$ cat config.mk
export PLATFORM = sky130hd
export DESIGN_NAME = vt4_add
export DESIGN_NICKNAME = d
export VERILOG_FILES = /design/src/hw/rtl/vt4_pkg.sv /design/src/hw/rtl/vt4_add.sv
export SDC_FILE = /design/constraint.sdc
export NUM_CORES = 1
export LEC_CHECK = 0
export BUFFER_PORTS_ARGS = -buffer_cell sky130_fd_sc_hd__buf_2
export CORE_AREA = 2 2 307 309
export DETAILED_ROUTE_END_ITERATION = 8
export DIE_AREA = 0 0 309 311
export SYNTH_ARGS = -nofsm -noshare
export SYNTH_HDL_FRONTEND = slang
export SYNTH_SLANG_ARGS = --single-unit
$ cat constraint.sdc
create_clock -name clock -period 17.1 [get_ports clock]
set_clock_uncertainty 0.15 [all_clocks]
set_input_delay 0.855 -clock clock [delete_from_list [all_inputs] [get_ports clock]]
set_output_delay 0.855 -clock clock [all_outputs]
set_load 0.01 [all_outputs]
$ cat src/hw/rtl/vt4_pkg.sv
package vt4_pkg;

   localparam int unsigned NumRows     = 4;
   localparam int unsigned NumCols     = 4;
   localparam int unsigned CoefWidth   = 16;
   localparam int unsigned CompWidth   = 16;
   localparam int unsigned ColWidth    = NumRows * CoefWidth;
   localparam int unsigned ProdWidth   = CoefWidth + CompWidth;
   localparam int unsigned PairWidth   = ProdWidth + 1;
   localparam int unsigned TotalWidth  = PairWidth + 1;
   localparam int unsigned FracShift   = 12;
   localparam int unsigned ResWidth    = 24;
   localparam int unsigned ReqWidth    = NumCols * CompWidth;
   localparam int unsigned RspWidth    = NumRows * ResWidth;
   localparam int unsigned CsrAddrWidth = 3;

   typedef logic [CsrAddrWidth-1:0] csr_addr_type;

   localparam csr_addr_type CSR_COLUMN_0    = 3'd0;
   localparam csr_addr_type CSR_COLUMN_1    = 3'd1;
   localparam csr_addr_type CSR_COLUMN_2    = 3'd2;
   localparam csr_addr_type CSR_COLUMN_3    = 3'd3;
   localparam csr_addr_type CSR_AFFINE_MODE = 3'd4;

   localparam logic [ColWidth-1:0] COLUMN_0_RESET = 64'h0000_0000_0000_1000;
   localparam logic [ColWidth-1:0] COLUMN_1_RESET = 64'h0000_0000_1000_0000;
   localparam logic [ColWidth-1:0] COLUMN_2_RESET = 64'h0000_1000_0000_0000;
   localparam logic [ColWidth-1:0] COLUMN_3_RESET = 64'h1000_0000_0000_0000;

   // translation scaled so that coef * operand lands in the product format
   localparam logic signed [CompWidth-1:0] TRANSLATE_OPERAND = 16'sd256;

   typedef struct packed {
      logic [NumCols-1:0][ColWidth-1:0] columns;
      logic                             affine;
   } cfg_type;

   typedef logic [NumCols-1:0][CompWidth-1:0]            vec_type;
   typedef logic [NumRows-1:0][NumCols-1:0][ProdWidth-1:0] prod_type;
   typedef logic [NumRows-1:0][1:0][PairWidth-1:0]       pair_type;
   typedef logic [NumRows-1:0][ResWidth-1:0]             res_type;

endpackage

$ cat src/hw/rtl/vt4_add.sv
module vt4_add
   import vt4_pkg::*;
(
   input  logic     clock,
   input  logic     reset,
   input  logic     in_valid,
   output logic     in_ready,
   input  prod_type in_prod,
   input  logic     in_last,
   output logic     out_valid,
   input  logic     out_ready,
   output pair_type out_pair,
   output logic     out_last
);

   logic     valid_ff;
   logic     valid_in;
   pair_type pair_ff;
   pair_type pair_in;
   logic     last_ff;

   assign in_ready = !valid_ff || out_ready;
   assign valid_in = in_ready ? in_valid : valid_ff;

   always_comb begin
      for (int r = 0; r < NumRows; r++) begin
         pair_in[r][0] = PairWidth'($signed(in_prod[r][0])) + PairWidth'($signed(in_prod[r][1]));
         pair_in[r][1] = PairWidth'($signed(in_prod[r][2])) + PairWidth'($signed(in_prod[r][3]));
      end
   end

   always_ff @(posedge clock) begin
      if (reset) begin
         valid_ff <= 1'b0;
      end else begin
         valid_ff <= valid_in;
      end
   end

   always_ff @(posedge clock) begin
      if (in_valid && in_ready) begin
         pair_ff <= pair_in;
         last_ff <= in_last;
      end
   end

   assign out_valid = valid_ff;
   assign out_pair  = pair_ff;
   assign out_last  = last_ff;

endmodule

* Word-level counts from Yosys, hierarchy flattened
Index checks and enable logic that the tools add are counted.
** Word-level totals
- Register bits :: 266
- Output and inout bits :: 267
- Logic and storage cells :: 21
** Operators by class
- Add/subtract/negate cells :: 8
- Reduce and logical (&&, ||, !) cells :: 3
** Operators with widths (number)
- $add 32x32->33 :: 8
- $logic_and 1x1->1 :: 1
- $logic_not 1->1 :: 1
- $logic_or 1x1->1 :: 1

* Depth between registers and ports, before layout
- Depth after elaboration :: 3
- Depth in mapped cells :: 10

* Least setup slack after synthesis
Ideal clock, no wire load.
- Path type :: input port to flip-flop
- From :: input out_ready
- To :: register last_ff, in the netlist out_last (enable)
- Arrival time :: 7.096 ns
- Path buffers :: 0
- Data required time :: 16.289 ns
- Stages :: 2
- Library setup time :: 0.661 ns
- Setup slack :: 9.193 ns
- Path through :: nand2b_1 -> and2_1
** Between the ends
- Word-level cells in the longest chain between the ends :: 2
** Ends and longest elaborated chain
- start, declared :: RTL line vt4_add.sv:11 : input logic out_ready,
- $logic_or 1x1->1 :: RTL line vt4_add.sv:22 : assign in_ready = !valid_ff || out_ready;
- $logic_and 1x1->1 :: RTL line vt4_add.sv:41 : if (in_valid && in_ready) begin
- end signal, assigned :: RTL line vt4_add.sv:43 : last_ff <= in_last;
- end, declared :: RTL line vt4_add.sv:20 : logic last_ff;
Every way passes these cells.
A chain may end at the register's enable or synchronous reset.

==> out/results.txt <==
status - finished, final reports clean
Async SR Flop Fraction - 0%
Endpoint, Worst Hold - out_valid$_SDFFE_PP0N_
Crit-path slowest cell - fa_1
die outline width - 309 um
clock buffer depth - 3
number of I/O port buffers - 783
Synth Area in Simple Gates - 13.1%
final wirelength - 83.6 mm
Seq. cell area - 0.00798 mm2
Min-Delay Path Depth - 2
core area - 0.0928 mm2
crit path DAT - 3850 ps
total CTS buffers - 39
Max VDD drop - 0.0631 mV
Tcrit/Tclk final - 21.0%
crit end category - flip-flop
CTS tree - done
Skew-Pair Late Insertion Delay - 560 ps
gr usage total - 16.6%
XOR/XNOR Fraction of Synth Area - 8.94%
vias in the first global route - 20000
largest net degree at the start of global routing - 69
final hold vios - 0
RSZ-0062 raised after global routing - no
Tot Pwr - 2.56 mW
# rows - 112
post-CTS setup buffers - 0
initial antenna violation count - 29
I/O Pins - 784
root buffer cell - clkbuf_16
Avg WL per Cell - 19.7 um
Synth Area in Adders - 15.7%
post-synthesis mux area share - 0.375%
Critical path buffers and inverters - 1
share of cells above drive strength 1 - 29.7%
H-tree depth - 2
MaxCap Viol Count - 0
Post-synth EDFFs - 265
Leak - 12.5 nW
pwr/cell area - 90.9 mW/mm2
Int Pwr - 1.72 mW
synthesized instance count - 2163
synthesis-to-layout area growth - 31.7%
RePlAce Congestion - 0.941
Detailed Route Iter0 Violations - 1482
cts hold-fix bufs - 0
nets@finish - 3735
drt first pass iters - 5
number of synthesized register bits - 266
Detailed Place HPWL - 70.1 mm
relative slew slack - 28.7%
Reg power frac - 34.0%
reg2reg end - out_pair[77]$_DFFE_PP_
multi-input logic area - 0.0131 mm2
vias per inst - 4.81
design area - 0.0281 mm2
Reg2Reg Launch Point - out_valid$_SDFFE_PP0N_
Die Span Y - 311 um
CTS resizes - 0
Slew Viols, Final - 0
CP Launch Type - input port
fmax - 279 MHz
CP max stage delay - 560 ps
CP required - 17360 ps
Hold Path Class - input port to flip-flop
Initial Util - 23.0%
Logic pwr share - 31.7%
Hold Startpoint - reset
final setup margin - 13510 ps
min Tclk post-route - 3590 ps
placed cell area - 0.0267 mm2
DRC - 0
Congestion Overflow GR - 0
DP Worst Slack - 12990 ps
CP max FO - 3
reg2reg path depth - 4
Setup violations, final - 0
Main synth FF type - edfxtp_1
FILL cells - 9856
sequential share of the synthesized area - 37.4%
Clock power frac - 34.2%
Yosys cell types - 93
Mapped Area - 0.0214 mm2
Synth Area in Compound Gates - 23.0%
Setup TNS Final - 0 ps
Largest delay share family, worst path - compound AO/OA/AOI/OAI gates
WS Path Type - input port to flip-flop
Mean Syn Cell Area - 9.87 um2
Worst-Margin Slew - 1060 ps
via count - 20500
largest family of logic cells by synthesized area - compound AO/OA/AOI/OAI gates
Final ANT Viol Nets - 0
first-pass GRT wire length - 122 mm
most frequent CP cell - o21ai_0
die footprint - 0.0961 mm2
Reg clk slew, reported paths - 60 ps
Psw - 840 uW
YS warnings - 0
switching share of total power - 32.8%
CP Cell Sequence - buf_2 -> ha_1 -> fa_1 -> a211oi_1 -> o211ai_1 -> nand4_1 -> a31oi_1 -> o21ai_0 -> o21ai_0 -> a2111o_1 -> o21ai_0
net count after synthesis - 2944
clk sinks - 266
reg2reg setup slack - 14080 ps
per-stage QoR:
step	util, %	instances	hold WS, ps
after floorplan	-	2163	443
after global placement	28.8	4167	357
after detailed placement	28.8	4167	369
after CTS	30.3	4236	248
after global routing	30.3	4247	280
final	30.3	4253	301
how the worst max path moves through the flow:
stage                     depth (start not counted)         start                       to
after floorplan                                   2     out_ready       out_last$_DFFE_PP_
after global placement                           11  in_prod[224]  out_pair[131]$_DFFE_PP_
after detailed placement                         11  in_prod[224]  out_pair[131]$_DFFE_PP_
after CTS                                        11  in_prod[224]  out_pair[131]$_DFFE_PP_
after global routing                             10  in_prod[194]  out_pair[130]$_DFFE_PP_
final                                            11  in_prod[224]  out_pair[131]$_DFFE_PP_
logic make-up after synthesis:
logic type               Yosys count
flip-flops                       266
AO/OA/AOI/OAI                    749
AND/OR/NAND/NOR                  578
adder cells (fa/ha/maj)          264
multiplexers                       8
XOR/XNOR                         218
buffers and inverters             80
power groups by stage:
| stage | logic, mW | registers (mW) | clock network, mW |
|---|---|---|---|
| final | 0.811 | 0.870 | 0.874 |
| after floorplan | 0.452 | 0.932 | 0 |
| after CTS | 0.809 | 0.872 | 0.906 |
| after detailed placement | 0.805 | 0.884 | 0 |
| after global placement | 0.804 | 0.883 | 0 |
| after global routing | 0.888 | 0.877 | 0.928 |
area by class of cell:
class                   instances  share of cell area [%]
clock inverters                25                    1.13
flip-flops and latches        266                    28.4
multi-input cells            1817                    46.5
repair buffers                787                    14.0
diodes                         17                   0.151
clock buffers                  44                    3.69
inverters                      43                   0.574
well taps                    1254                    5.58
worst register-to-register path: stages, from the launching register on:
cell and delay (ps):
dfxtp_1 300, nand2b_1 100, and2_4 400, buf_4 750
buf_4 880
state kept, by name, summed over array words and instances, names as in the netlist:
register,count
out_pair,264
out_last,1
out_valid,1
layer usage:
layer	wire length (um)	vias up	global-route usage [%]
met2	39200	784	27.3
li1	-	9896	-
met5	108	-	0
met1	35100	9641	20.7
met3	7040	121	4.67
met4	2260	16	5.69
layout by cell type (no fill, tap or decap), types with 8 or more instances in the layout:
| master | count |
|---|---|
| buf_2 | 783 |
| edfxtp_1 | 265 |
| ha_1 | 256 |
| a21oi_1 | 242 |
| nand2_1 | 158 |
| nor2_1 | 144 |
| xnor2_1 | 137 |
| a21o_1 | 125 |
| o21ai_0 | 111 |
| xor2_1 | 81 |
| nand3_1 | 51 |
| nor3_1 | 49 |
| inv_1 | 43 |
| clkbuf_16 | 41 |
| a31oi_1 | 38 |
| nor2b_1 | 35 |
| nand4_1 | 32 |
| o21a_1 | 28 |
| nand2b_1 | 27 |
| a211oi_1 | 24 |
| o21ai_1 | 24 |
| and3_1 | 20 |
| o21bai_1 | 20 |
| o211ai_1 | 18 |
| diode_2 | 17 |
| and2_1 | 13 |
| nor3b_1 | 9 |
| a221oi_1 | 8 |
| mux2i_1 | 8 |
| fa_1 | 8 |
cell usage after synthesis (32+ instances only):
cell type	count	share of area [%]
o21ai_0	111	2.6
inv_1	43	0.76
xnor2_1	137	5.6
a21o_1	125	4.4
a31oi_1	38	1.1
nor3_1	49	1.1
edfxtp_1	265	37
nand3_1	51	1.2
nor2b_1	35	1.0
nand4_1	32	0.94
nor2_1	144	2.5
xor2_1	81	3.3
nand2_1	158	2.8
clkbuf_1	32	0.56
ha_1	256	15
a21oi_1	242	5.7
Note: power is estimated with default switching activity, not from simulation.
