[src/hw/rtl/vt4_pkg.sv]
package vt4_pkg;

   localparam int unsigned NumRows     = 4;
   localparam int unsigned NumCols     = 4;
   localparam int unsigned CoefWidth   = 16;
   localparam int unsigned CompWidth   = 16;
   localparam int unsigned ColWidth    = NumRows * CoefWidth;
   localparam int unsigned ProdWidth   = CoefWidth + CompWidth;
   localparam int unsigned PairWidth   = ProdWidth + 1;
   localparam int unsigned TotalWidth  = PairWidth + 1;
   localparam int unsigned FracShift   = 12;
   localparam int unsigned ResWidth    = 24;
   localparam int unsigned ReqWidth    = NumCols * CompWidth;
   localparam int unsigned RspWidth    = NumRows * ResWidth;
   localparam int unsigned CsrAddrWidth = 3;

   typedef logic [CsrAddrWidth-1:0] csr_addr_type;

   localparam csr_addr_type CSR_COLUMN_0    = 3'd0;
   localparam csr_addr_type CSR_COLUMN_1    = 3'd1;
   localparam csr_addr_type CSR_COLUMN_2    = 3'd2;
   localparam csr_addr_type CSR_COLUMN_3    = 3'd3;
   localparam csr_addr_type CSR_AFFINE_MODE = 3'd4;

   localparam logic [ColWidth-1:0] COLUMN_0_RESET = 64'h0000_0000_0000_1000;
   localparam logic [ColWidth-1:0] COLUMN_1_RESET = 64'h0000_0000_1000_0000;
   localparam logic [ColWidth-1:0] COLUMN_2_RESET = 64'h0000_1000_0000_0000;
   localparam logic [ColWidth-1:0] COLUMN_3_RESET = 64'h1000_0000_0000_0000;

   // translation scaled so that coef * operand lands in the product format
   localparam logic signed [CompWidth-1:0] TRANSLATE_OPERAND = 16'sd256;

   typedef struct packed {
      logic [NumCols-1:0][ColWidth-1:0] columns;
      logic                             affine;
   } cfg_type;

   typedef logic [NumCols-1:0][CompWidth-1:0]            vec_type;
   typedef logic [NumRows-1:0][NumCols-1:0][ProdWidth-1:0] prod_type;
   typedef logic [NumRows-1:0][1:0][PairWidth-1:0]       pair_type;
   typedef logic [NumRows-1:0][ResWidth-1:0]             res_type;

endpackage

[src/hw/rtl/vt4_sum.sv]
module vt4_sum
   import vt4_pkg::*;
(
   input  logic     clock,
   input  logic     reset,
   input  logic     in_valid,
   output logic     in_ready,
   input  pair_type in_pair,
   input  logic     in_last,
   output logic     out_valid,
   input  logic     out_ready,
   output res_type  out_res,
   output logic     out_last
);

   logic                         valid_ff;
   logic                         valid_in;
   res_type                      res_ff;
   res_type                      res_in;
   logic                         last_ff;
   logic signed [TotalWidth-1:0] total [NumRows];

   assign in_ready = !valid_ff || out_ready;
   assign valid_in = in_ready ? in_valid : valid_ff;

   always_comb begin
      for (int r = 0; r < NumRows; r++) begin
         total[r]  = TotalWidth'($signed(in_pair[r][0])) + TotalWidth'($signed(in_pair[r][1]));
         // floor shift, sign extended to the result width
         res_in[r] = ResWidth'(total[r] >>> FracShift);
      end
   end

   always_ff @(posedge clock) begin
      if (reset) begin
         valid_ff <= 1'b0;
      end else begin
         valid_ff <= valid_in;
      end
   end

   always_ff @(posedge clock) begin
      if (in_valid && in_ready) begin
         res_ff  <= res_in;
         last_ff <= in_last;
      end
   end

   assign out_valid = valid_ff;
   assign out_res   = res_ff;
   assign out_last  = last_ff;

endmodule

[config.mk]
export PLATFORM = sky130hd
export DESIGN_NAME = vt4_sum
export DESIGN_NICKNAME = d
export VERILOG_FILES = /design/src/hw/rtl/vt4_pkg.sv /design/src/hw/rtl/vt4_sum.sv
export SDC_FILE = /design/constraint.sdc
export NUM_CORES = 1
export LEC_CHECK = 0
export BUFFER_PORTS_ARGS = -buffer_cell sky130_fd_sc_hd__buf_4
export CAP_MARGIN = 20
export CORE_AREA = 2 2 142 144
export CTS_CLUSTER_SIZE = 28
export DETAILED_ROUTE_END_ITERATION = 7
export DIE_AREA = 0 0 144 146
export PLACE_DENSITY_LB_ADDON = 0.1
export RECOVER_POWER = 25
export SLEW_MARGIN = 25
export SYNTH_ARGS = -nofsm -noshare
export SYNTH_HDL_FRONTEND = slang
export SYNTH_SLANG_ARGS = --single-unit
[constraint.sdc]
create_clock -name clock -period 2.9 [get_ports clock]
set_input_delay 0.145 -clock clock [delete_from_list [all_inputs] [get_ports clock]]
set_output_delay 0.145 -clock clock [all_outputs]
set_load 0.02 [all_outputs]
Word level (Yosys, flattened, before mapping) --
Index checks and enable logic that the tools add are counted.
Operators by class: add/subtract/negate cells 4, reductions and logical operators 3
Operator list (count):
- $add A33 B33 Y34 | 4
- $logic_and A1 B1 Y1 | 1
- $logic_not A1 Y1 | 1
- $logic_or A1 B1 Y1 | 1
Storage, ports and cells: register bits 90, logic and storage cells 13, output and inout port bits 99

Longest topological paths before layout --
depth after elaboration 3, depth in mapped cells 11, gate-level depth less buffers 10

Worst setup path after synthesis --
No wires, ideal clock.
path type register -> register, start point register valid_ff, in the netlist out_valid, end point register last_ff, in the netlist out_last (enable), data required time 2443 ps, library setup time 457 ps, period minus slack after synthesis 3183 ps, cell stages (with the launch flop) 3, arrival 2725 ps, path buffers 0, path slack -283 ps, cell sequence dfxtp_1 -> nand2b_1 -> and2_1
Between the ends: longest elaborated chain between the ends 3
Ends and longest elaborated chain:
- start: declaration | line vt4_sum.sv:16 | logic valid_ff;
- start signal: assignment | line vt4_sum.sv:38 | valid_ff <= valid_in;
- $logic_not A1 Y1 | line vt4_sum.sv:23 | assign in_ready = !valid_ff || out_ready;
- $logic_or A1 B1 Y1 | line vt4_sum.sv:23
- via in_ready | line vt4_sum.sv:7 | output logic in_ready,
- $logic_and A1 B1 Y1 | line vt4_sum.sv:43 | if (in_valid && in_ready) begin
- end signal: assignment | line vt4_sum.sv:45 | last_ff <= in_last;
- end: declaration | line vt4_sum.sv:20 | logic last_ff;
The timed path passes the listed nets, and every way through them passes these cells. A chain may end at the register's enable or synchronous reset.

==> results.py <==
metrics = {
    "status": {
        "status": "complete, no violations",
    },
    "sta": {
        "rsz0062_at_grt": "no",
        "tightest_slew_ns": 0.3831,
        "fin_skew_ns": 0.009757,
        "tns_ns": 0,
        "clock.fmax_mhz": 406.2,
        "final-setup-viol-count": 0,
        "timing.final.crit_share_pct": 84.89,
        "drv_slew": 0,
        "hold_viol": 0,
        "fin_crit_ns": 2.462,
        "relSlewSlack_pct": 74.13,
    },
    "routing": {
        "ant_nets": 0,
        "first_pass_iters": 5,
        "wl_mm": 22.00,
        "remaining_drc_errors": 0,
        "dr_total_vias": 7313,
        "wl_per_cell_um": 15.49,
        "avgViaCountPerCell": 5.150,
        "drt_iter0_drc": 293,
    },
    "place": {
        "place_congestion": 0.8305,
        "dp_hpwl_mm": 18.61,
        "port_buffers": 367,
    },
    "synthesis": {
        "syn_nets": 1175,
        "yosysUniqueCellTypes": 66,
        "ys_seq_area_share_pct": 34.48,
        "ys.flop_type": "edfxtp_1",
        "yosysWarningCount": 0,
        "synth-seq-cells": 90,
        "netlist_area_sq_um": 7810,
        "synthArstFlopShare_pct": 0,
        "synth_common_cells": "ha_1 (128), edfxtp_1 (89), a21oi_1 (75)",
        "avgSynthCellArea_sq_um": 10.04,
        "yosysMostFrequentCell": "ha_1",
        "synth-edff-count": 89,
        "syn_inst": 778,
        "yosys-top-cells-area": "edfxtp_1 (34%), ha_1 (21%), xnor2_1 (5.2%)",
        "synth_top_area_cell": "edfxtp_1",
        "synth_top_area_share_pct": 34.22,
    },
    "power": {
        "p_total_uw": 4951,
        "power.density_nw_per_um2": 450.9,
        "swShare_pct": 31.92,
        "vdd_drop_max_uv": 242.1,
        "combinationalPowerShare_pct": 37.7,
        "p_sw_uw": 1580,
        "power_frac_clock_pct": 27.7,
        "p_seq_share_pct": 34.7,
        "p_int_uw": 3371,
        "cellLeakagePower_uw": 0.005048,
    },
    "layout": {
        "drive_gt1_share_pct": 29.52,
        "area_growth_pct": 40.61,
        "n_antenna_cell": 0,
        "final_nets": 1547,
    },
    "global_routing": {
        "first_global_vias": 7269,
        "antenna_found_initial": 0,
        "grt_max_degree": 44,
        "grtUsageTotal_pct": 20.51,
        "grt_remaining_overflow": 0,
        "grt_pass1_wl_mm": 34.51,
    },
    "floorplan": {
        "coreArea_sq_um": 19330,
        "pin_count": 368,
        "dieArea_sq_um": 21020,
        "die-width_um": 144,
        "start_util_pct": 40.39,
        "fp-row-count": 51,
        "die_y_um": 146,
    },
    "cts": {
        "clock-sinks": 90,
        "cts_tree": "done",
        "clock-root-buffer": "clkbuf_16",
        "cts_resized": 0,
        "clock_path_buffers": 2,
        "numCtsBuffers": 9,
        "cts.clk_slew.worst_paths_ns": 0.07,
        "cts_setup_buffers": 0,
        "clock_latency_ns": 0.34,
        "htreeDepth": 3,
    },
    "critical_path": {
        "crit_path_end_kind": "flip-flop",
        "critPathLaunchType": "primary input",
        "startpoint": "in_pair[207]",
        "path_class": "primary input to flip-flop",
        "worst-path-max-fanout": 4,
        "cp.arrival_ns": 2.54,
        "r2r_start": "out_valid$_SDFFE_PP0N_",
        "cp_data_required_time_ns": 2.98,
    },
    "min_path": {
        "hold_path.class": "primary input to flip-flop",
        "hold_start": "in_valid",
    },
    "flow_run": {
        "maxCapViolCount": 0,
    },
}
==> per-stage QoR <==
stage / area [sq um] / hold WS, ns / std cells / worst slack [ns] / util [%]
after floorplan: 7811 / 0.2141 / 778 / 0.3683 / -
after global placement: 10870 / 0.3001 / 1402 / 0.1595 / 56.22
after detailed placement: 10870 / 0.3074 / 1402 / 0.1122 / 56.22
after CTS: 11230 / 0.03087 / 1420 / 0.4773 / 58.10
after global routing: 10980 / 0.05100 / 1420 / 0.1479 / 56.80
final: 10980 / 0.04811 / 1420 / 0.4382 / 56.80
==> cell usage in the layout (no fill, tap or decap), types with 3 or more instances in the layout <==
cell type	instances
a211oi_1	9
a21o_1	51
a21oi_1	75
a221oi_1	3
a311o_1	3
a31o_2	4
a31oi_1	10
and3_1	8
and4_1	4
buf_4	303
bufinv_16	3
clkbuf_1	67
clkbuf_16	9
edfxtp_1	89
ha_1	128
inv_1	23
mux2i_1	3
nand2_1	44
nand2b_1	6
nand3_1	14
nand4_1	12
nor2_1	50
nor2b_1	14
nor3_1	24
nor4_1	3
o211ai_1	6
o21a_1	19
o21ai_0	27
o21ai_1	9
o21bai_1	7
o22ai_1	3
o31ai_1	3
or3_1	4
xnor2_1	46
xor2_1	22
==> layer usage <==
layer | routed length, um | track usage (%) | part of all wire (%) | vias to the layer above
met4 | 534 | 7.206 | 2.4 | 0
met1 | 8809 | 23.78 | 40 | 3287
li1 | - | - | - | 3745
met2 | 10850 | 36.62 | 49 | 250
met5 | 0 | 0 | 0 | -
met3 | 1798 | 4.771 | 8.2 | 31
==> cells by family (layout without fill, tap and decap cells) <==
group                    after synthesis  count (layout)  share of synthesized area (%)
multiplexers                           3               3                         0.3845
flip-flops                            90              90                          34.48
adder cells (fa/ha/maj)              128             128                          20.51
buffers and inverters                 36             413                          2.115
AND/OR/NAND/NOR                      197             197                          12.75
XOR/XNOR                              68              68                          7.626
AO/OA/AOI/OAI                        256             256                          22.14
==> area by class of cell <==
class | count | area [sq um]
fillers | 1824 | 8353
multi-input cells | 652 | 4955
flip-flops and latches | 90 | 2693
repair buffers | 374 | 2574
well taps | 265 | 331.6
clock buffers | 9 | 225.2
clock inverters | 7 | 117.6
inverters | 23 | 86.33
==> power by group through the flow <==
stage / combinational (uW) / clock, uW / sequential, uW
finish: 1870 / 1370 / 1720
global route: 2060 / 1440 / 1740
CTS: 1970 / 1400 / 1720
detailed placement: 1960 / 0 / 1750
global placement: 1960 / 0 / 1750
floorplan: 974 / 0 / 1960
==> worst paths after layout <==
path / to / slack [ns] / cells past startpoint
max reg2reg: out_res[16]$_DFFE_PP_ / 1.32 / 3
min: out_valid$_SDFFE_PP0N_ / 0.05 / 3
min reg2reg: out_valid$_SDFFE_PP0N_ / 0.55 / 2
max: out_res[92]$_DFFE_PP_ / 0.44 / 10
==> what timing repair did <==
item | CTS | global route
endpoints found under the setup margin | 0 | 0
hold buffers | 2 | 0
hold endpoints to repair | 2 | 0
==> critical path: stages <==
cell and delay [ns]:
buf_4 0.11, ha_1 0.32, a211oi_1 0.31, o21ai_0 0.17, a211oi_1 0.31, a21oi_2 0.15
a211oi_2 0.33, o22ai_1 0.22, o41ai_1 0.37, xnor2_1 0.11
==> sequential cells by signal (all words and copies together), names as in the netlist <==
name       count
out_res       88
out_last       1
out_valid      1
Power figures use the tool's default switching activity.
