<file path="src/hw/rtl/vt4_pkg.sv">
package vt4_pkg;

   localparam int unsigned NumRows     = 4;
   localparam int unsigned NumCols     = 4;
   localparam int unsigned CoefWidth   = 16;
   localparam int unsigned CompWidth   = 16;
   localparam int unsigned ColWidth    = NumRows * CoefWidth;
   localparam int unsigned ProdWidth   = CoefWidth + CompWidth;
   localparam int unsigned PairWidth   = ProdWidth + 1;
   localparam int unsigned TotalWidth  = PairWidth + 1;
   localparam int unsigned FracShift   = 12;
   localparam int unsigned ResWidth    = 24;
   localparam int unsigned ReqWidth    = NumCols * CompWidth;
   localparam int unsigned RspWidth    = NumRows * ResWidth;
   localparam int unsigned CsrAddrWidth = 3;

   typedef logic [CsrAddrWidth-1:0] csr_addr_type;

   localparam csr_addr_type CSR_COLUMN_0    = 3'd0;
   localparam csr_addr_type CSR_COLUMN_1    = 3'd1;
   localparam csr_addr_type CSR_COLUMN_2    = 3'd2;
   localparam csr_addr_type CSR_COLUMN_3    = 3'd3;
   localparam csr_addr_type CSR_AFFINE_MODE = 3'd4;

   localparam logic [ColWidth-1:0] COLUMN_0_RESET = 64'h0000_0000_0000_1000;
   localparam logic [ColWidth-1:0] COLUMN_1_RESET = 64'h0000_0000_1000_0000;
   localparam logic [ColWidth-1:0] COLUMN_2_RESET = 64'h0000_1000_0000_0000;
   localparam logic [ColWidth-1:0] COLUMN_3_RESET = 64'h1000_0000_0000_0000;

   // translation scaled so that coef * operand lands in the product format
   localparam logic signed [CompWidth-1:0] TRANSLATE_OPERAND = 16'sd256;

   typedef struct packed {
      logic [NumCols-1:0][ColWidth-1:0] columns;
      logic                             affine;
   } cfg_type;

   typedef logic [NumCols-1:0][CompWidth-1:0]            vec_type;
   typedef logic [NumRows-1:0][NumCols-1:0][ProdWidth-1:0] prod_type;
   typedef logic [NumRows-1:0][1:0][PairWidth-1:0]       pair_type;
   typedef logic [NumRows-1:0][ResWidth-1:0]             res_type;

endpackage

</file>
<file path="src/hw/rtl/vt4_csr.sv">
module vt4_csr
   import vt4_pkg::*;
(
   input  logic                clock,
   input  logic                reset,
   input  logic                csr_we,
   input  csr_addr_type        csr_addr,
   input  logic [ColWidth-1:0] csr_wdata,
   output cfg_type             cfg
);

   cfg_type cfg_ff;
   cfg_type cfg_in;

   always_comb begin
      cfg_in = cfg_ff;
      if (csr_we) begin
         case (csr_addr)
            CSR_COLUMN_0:    cfg_in.columns[0] = csr_wdata;
            CSR_COLUMN_1:    cfg_in.columns[1] = csr_wdata;
            CSR_COLUMN_2:    cfg_in.columns[2] = csr_wdata;
            CSR_COLUMN_3:    cfg_in.columns[3] = csr_wdata;
            CSR_AFFINE_MODE: cfg_in.affine     = csr_wdata[0];
            default:         cfg_in            = cfg_ff;
         endcase
      end
   end

   always_ff @(posedge clock) begin
      if (reset) begin
         cfg_ff.columns[0] <= COLUMN_0_RESET;
         cfg_ff.columns[1] <= COLUMN_1_RESET;
         cfg_ff.columns[2] <= COLUMN_2_RESET;
         cfg_ff.columns[3] <= COLUMN_3_RESET;
         cfg_ff.affine     <= 1'b0;
      end else begin
         cfg_ff <= cfg_in;
      end
   end

   assign cfg = cfg_ff;

endmodule

</file>
<file path="config.mk">
export PLATFORM = sky130hd
export DESIGN_NAME = vt4_csr
export DESIGN_NICKNAME = d
export VERILOG_FILES = /design/src/hw/rtl/vt4_pkg.sv /design/src/hw/rtl/vt4_csr.sv
export SDC_FILE = /design/constraint.sdc
export NUM_CORES = 1
export LEC_CHECK = 0
export ABC_AREA = 0
export BUFFER_PORTS_ARGS = -buffer_cell sky130_fd_sc_hd__buf_2
export CORE_MARGIN = 5
export CORE_UTILIZATION = 55
export CTS_BUF_LIST = sky130_fd_sc_hd__clkbuf_16
export CTS_CLUSTER_DIAMETER = 150
export CTS_CLUSTER_SIZE = 25
export DETAILED_ROUTE_END_ITERATION = 8
export HOLD_SLACK_MARGIN = 0.06
export PLACE_DENSITY = 0.86
export SETUP_SLACK_MARGIN = 0.15
export SLEW_MARGIN = 40
export SYNTH_ARGS = -nofsm -noshare
export SYNTH_HDL_FRONTEND = slang
export SYNTH_SLANG_ARGS = --single-unit
</file>
<file path="constraint.sdc">
create_clock -name clock -period 2.5 [get_ports clock]
set_input_delay 0.375 -clock clock [delete_from_list [all_inputs] [get_ports clock]]
set_output_delay 0.375 -clock clock [all_outputs]
set_load 0.02 [all_outputs]
</file>
Word level (Yosys, flattened, before mapping) --
Index checks and enable logic that the tools add are counted. Widths: inputs -> output; s select.
Storage, ports and cells: memory bits (writable) 0, bits in latches 0, memories 0, ROM bits 0, output and inout port bits 257, input port bits 70, bits in registers 257
Cells by class: eq/ne operators 4, shift operators 0, multiplexer cells 0, bitwise gates (word level) 0, div/mod/pow operators 0, add/subtract/negate cells 0, $lt $le $gt $ge 0, reductions and logical operators 6, $mul 0
Operator list (count):
- $reduce_and 2->1 | 5
- $eq 3x2->1 const B | 2
- $eq 3x1->1 const B | 1
- $eq 3x3->1 const B | 1
- $logic_not 3->1 | 1

Depth between registers and ports, before layout --
word-level depth 2, mapped depth 5, mapped depth without buffers 2

Least setup slack after synthesis --
No wires, ideal clock.
path kind in2reg, start point input csr_addr[1], end point register cfg_ff, in the netlist cfg[57], arrival 1.174 ns, cell stages on the path 3, data required time 2.379 ns, path buffers 1, library setup time 0.121 ns, path slack 1.205 ns, path through or4b_1 -> buf_6 -> mux2i_1
On the way: cells in the longest elaborated chain, start to end 2
Ends and longest elaborated chain:
- from (decl) | line vt4_csr.sv:7 | input csr_addr_type csr_addr,
- $logic_not 3->1 | line vt4_csr.sv:18 | case (csr_addr)
- $reduce_and 2->1 (no source line)
- to (signal assigned) | line vt4_csr.sv:37 | cfg_ff <= cfg_in;
- to (decl) | line vt4_csr.sv:12 | cfg_type cfg_ff;
No other way between the ends. A chain may end at the register's enable or synchronous reset.

Worst setup path after layout --
start point register cfg_ff, in the netlist cfg[222], end point output cfg[222] (netlist name)
RTL lines:
- to (decl) | line vt4_csr.sv:9 | output cfg_type cfg
No word-level cell between the ends.

==> run_summary.xml <==
<?xml version="1.0" encoding="UTF-8"?>
<metrics>
  <group name="timing">
    <metric name="slew_viol_final" unit="">0</metric>
    <metric name="timing_worst_slew_pin_value" unit="ns">0.691</metric>
    <metric name="max_clk_rate" unit="GHz">0.706</metric>
    <metric name="clock_skew" unit="ns">0</metric>
    <metric name="period_share" unit="%">56.6</metric>
    <metric name="period_needed" unit="ns">1.42</metric>
    <metric name="total_count_of_hold_check_failures_in_the_final_report" unit="">0</metric>
    <metric name="grt_setup_unrepaired" unit="">no</metric>
    <metric name="worst_slew_margin_rel" unit="%">53.9</metric>
    <metric name="totalNegativeSetupSlack" unit="ns">0</metric>
    <metric name="final_setup_violation_count" unit="">0</metric>
  </group>
  <group name="power">
    <metric name="p_per_area" unit="nW/um2">592</metric>
    <metric name="power_leakage" unit="uW">0.00652</metric>
    <metric name="ir_drop" unit="mV">0.659</metric>
  </group>
  <group name="final_layout">
    <metric name="post_route_cells_drive_above_1_share" unit="%">29.8</metric>
    <metric name="layout.core_utilization" unit="%">68.1</metric>
    <metric name="largest_register_ffs" unit="">257</metric>
    <metric name="final.fill_count" unit="">1415</metric>
    <metric name="areaGrowthSynthToFinish" unit="%">21.4</metric>
    <metric name="final_cell_count_no_fill" unit="">1431</metric>
    <metric name="multiInputGateArea" unit="um2">4700</metric>
    <metric name="nets" unit="">1270</metric>
    <metric name="seqCellArea" unit="um2">5140</metric>
  </group>
  <group name="cts">
    <metric name="post_cts.repair.setup_buffers" unit="">0</metric>
    <metric name="clockBufferDepth" unit="">3</metric>
    <metric name="post_cts_resize_count" unit="">0</metric>
    <metric name="cts_root_buffer" unit="">sky130_fd_sc_hd__clkbuf_16</metric>
    <metric name="clock_slew_at_the_register_clock_pins_of_the_worst_setup_and_hold_paths" unit="ns">0.09</metric>
    <metric name="cts_buffers" unit="">14</metric>
    <metric name="cts_hold_repair.buffers" unit="">0</metric>
    <metric name="htree_levels" unit="">1</metric>
    <metric name="worstSkewPairLatency" unit="ns">0.47</metric>
    <metric name="tritoncts" unit="">done</metric>
    <metric name="tritoncts_num_sinks" unit="">257</metric>
  </group>
  <group name="synth">
    <metric name="netlist_instances" unit="">910</metric>
    <metric name="async_reset_ff_share" unit="%">0</metric>
    <metric name="syn-num-nets" unit="">980</metric>
    <metric name="synth.area.top_cells" unit="">sky130_fd_sc_hd__dfxtp_1 (51%), sky130_fd_sc_hd__mux2i_1 (25%), sky130_fd_sc_hd__nand2b_1 (20%)</metric>
    <metric name="yosys_most_used_dff" unit="">sky130_fd_sc_hd__dfxtp_1</metric>
    <metric name="synthesis.area_per_instance" unit="um2">11.2</metric>
    <metric name="post_synth_most_frequent_cells" unit="">sky130_fd_sc_hd__nand2b_1 (317), sky130_fd_sc_hd__dfxtp_1 (257), sky130_fd_sc_hd__mux2i_1 (257), sky130_fd_sc_hd__clkbuf_1 (34), sky130_fd_sc_hd__buf_4 (13)</metric>
    <metric name="synth_sequential_area_ratio" unit="%">50.7</metric>
    <metric name="yosys_register_bits" unit="">257</metric>
    <metric name="synthDominantAreaCellType" unit="">sky130_fd_sc_hd__dfxtp_1</metric>
    <metric name="netlist_area" unit="um2">10200</metric>
    <metric name="synthMostInstantiatedCell" unit="">sky130_fd_sc_hd__nand2b_1</metric>
    <metric name="synth.yosys.warnings" unit="">0</metric>
    <metric name="synthDominantCellAreaShare" unit="%">50.7</metric>
    <metric name="post_synth_edffs" unit="">0</metric>
    <metric name="synth.distinct_cells" unit="">14</metric>
  </group>
  <group name="global_routing">
    <metric name="grt_max_degree" unit="">87</metric>
    <metric name="grt_antenna_before_repair" unit="">2</metric>
    <metric name="grt-ovfl-total" unit="">0</metric>
    <metric name="vias_in_the_first_global_route" unit="">7356</metric>
    <metric name="grt_first_pass_wirelength" unit="um">39100</metric>
    <metric name="track_usage" unit="%">22.0</metric>
  </group>
  <group name="critical_path">
    <metric name="path_class" unit="">flip-flop to primary output</metric>
    <metric name="worst-path-max-fanout" unit="">2</metric>
    <metric name="ff2ff_path_depth" unit="">2</metric>
    <metric name="timing.critical_path.from_type" unit="">flip-flop</metric>
    <metric name="cp_cell_sequence" unit="">buf_2</metric>
    <metric name="critPathBufInv" unit="">1</metric>
    <metric name="worstPathArrival" unit="ns">1.04</metric>
    <metric name="cpLargestDelayFamily" unit="">flip-flops</metric>
    <metric name="cpMaxStageDelayCell" unit="">sky130_fd_sc_hd__dfxtp_1</metric>
    <metric name="critPathRequiredTime" unit="ns">2.12</metric>
    <metric name="cpPeakStageDelay" unit="ns">0.39</metric>
    <metric name="total_number_of_cells_along_the_worst_setup_path" unit="">1</metric>
    <metric name="end_kind" unit="">primary output</metric>
  </group>
  <group name="floorplanning">
    <metric name="die-width" unit="um">146</metric>
    <metric name="floorplan.io_pins" unit="">327</metric>
    <metric name="dieArea" unit="um2">21300</metric>
    <metric name="core_area" unit="um2">18100</metric>
    <metric name="die-height" unit="um">146</metric>
    <metric name="placement_rows" unit="">49</metric>
    <metric name="floorplan.initialDensity" unit="%">56.1</metric>
  </group>
  <group name="job">
    <metric name="max_cap_violations" unit="">0</metric>
  </group>
  <group name="drt">
    <metric name="routed_via_density" unit="">5.08</metric>
    <metric name="detail_route.iter0.violations" unit="">273</metric>
    <metric name="postRouteAntennaNets" unit="">0</metric>
    <metric name="drt-wirelength-per-cell" unit="um">17.2</metric>
    <metric name="firstDrtPassIters" unit="">4</metric>
    <metric name="post-route-drc-count" unit="">0</metric>
    <metric name="totalWireLength" unit="um">24600</metric>
    <metric name="vias" unit="">7271</metric>
  </group>
  <group name="placement">
    <metric name="place.gp.congestion" unit="">0.799</metric>
    <metric name="placement.io_buffers" unit="">326</metric>
    <metric name="placed_cells_incl_taps" unit="">1413</metric>
    <metric name="dp_hpwl" unit="um">17300</metric>
  </group>
  <group name="run_status">
    <metric name="run_status" unit="">finished, final reports clean</metric>
  </group>
  <group name="min_path">
    <metric name="holdPathStages" unit="">3</metric>
    <metric name="hold_class" unit="">input pin to flip-flop</metric>
  </group>
</metrics>
==> path summary, 6_finish.rpt <==
path | endpoint | slack [ns] | start
min | cfg[253] | 0.16 | csr_wdata[60]
max reg2reg | cfg[48] | 1.84 | cfg[48]
max | cfg[222] | 1.08 | cfg[222]
min reg2reg | cfg[120] | 0.47 | cfg[120]
==> area by class of cell <==
type                       count  share of cell area, %
tap                          229                   2.33
clock buffer                  15                   3.05
timing repair buffer         338                   14.6
sequential                   257                   41.8
antenna                        2                 0.0406
multi-input combinational    589                   38.1
clock inverter                 1                  0.162
==> per-stage QoR <==
step / setup slack [ns] / hold slack [ns] / power (uW) / area [um2]
after floorplan: 1.21 / 0.536 / 4770 / 10200
after global placement: 0.680 / 0.454 / 5000 / 11900
after detailed placement: 0.677 / 0.458 / 5010 / 11900
after CTS: 1.07 / 0.143 / 7370 / 12300
after global routing: 1.04 / 0.187 / 7570 / 12300
final: 1.08 / 0.159 / 7290 / 12300
==> power breakdown <==
part	switching (uW)	total, uW	internal [uW]	leakage, uW
combinational	393	685	292	0.00424
sequential	47.1	4230	4180	0.00208
clock	1280	2380	1100	0.000195
total	1720	7290	5570	0.00652
==> per-layer routing <==
layer  routed length (um)  track usage (%)  vias up
met3                 2000             6.45       39
met2                11800             39.1      245
li1                     -                -     3559
met4                  701             6.55        0
met5                    0                0        -
met1                10100             25.8     3428
==> tightest hold or removal path, delay by kind of cell <==
family                 cells  cell delay [ns]
AND/OR/NAND/NOR            1             0.04
multiplexers               1             0.10
buffers and inverters      1             0.09
==> layout by cell type (no fill, tap or decap), drive strengths merged <==
cell type  instances
and4bb             1
buf              338
clkbuf            15
dfxtp            257
diode              2
inv                1
mux2i            257
nand2b           317
nand4b             1
nand4bb            2
nor2               8
nor4b              1
nor4bb             1
or4b               1
==> kinds of logic after synthesis <==
group                  Yosys count  share of synthesized area, %
AND/OR/NAND/NOR                332                          20.5
multiplexers                   257                          25.3
flip-flops                     257                          50.7
buffers and inverters           64                          3.43
No activity file was read; power rests on OpenSTA's default activity.
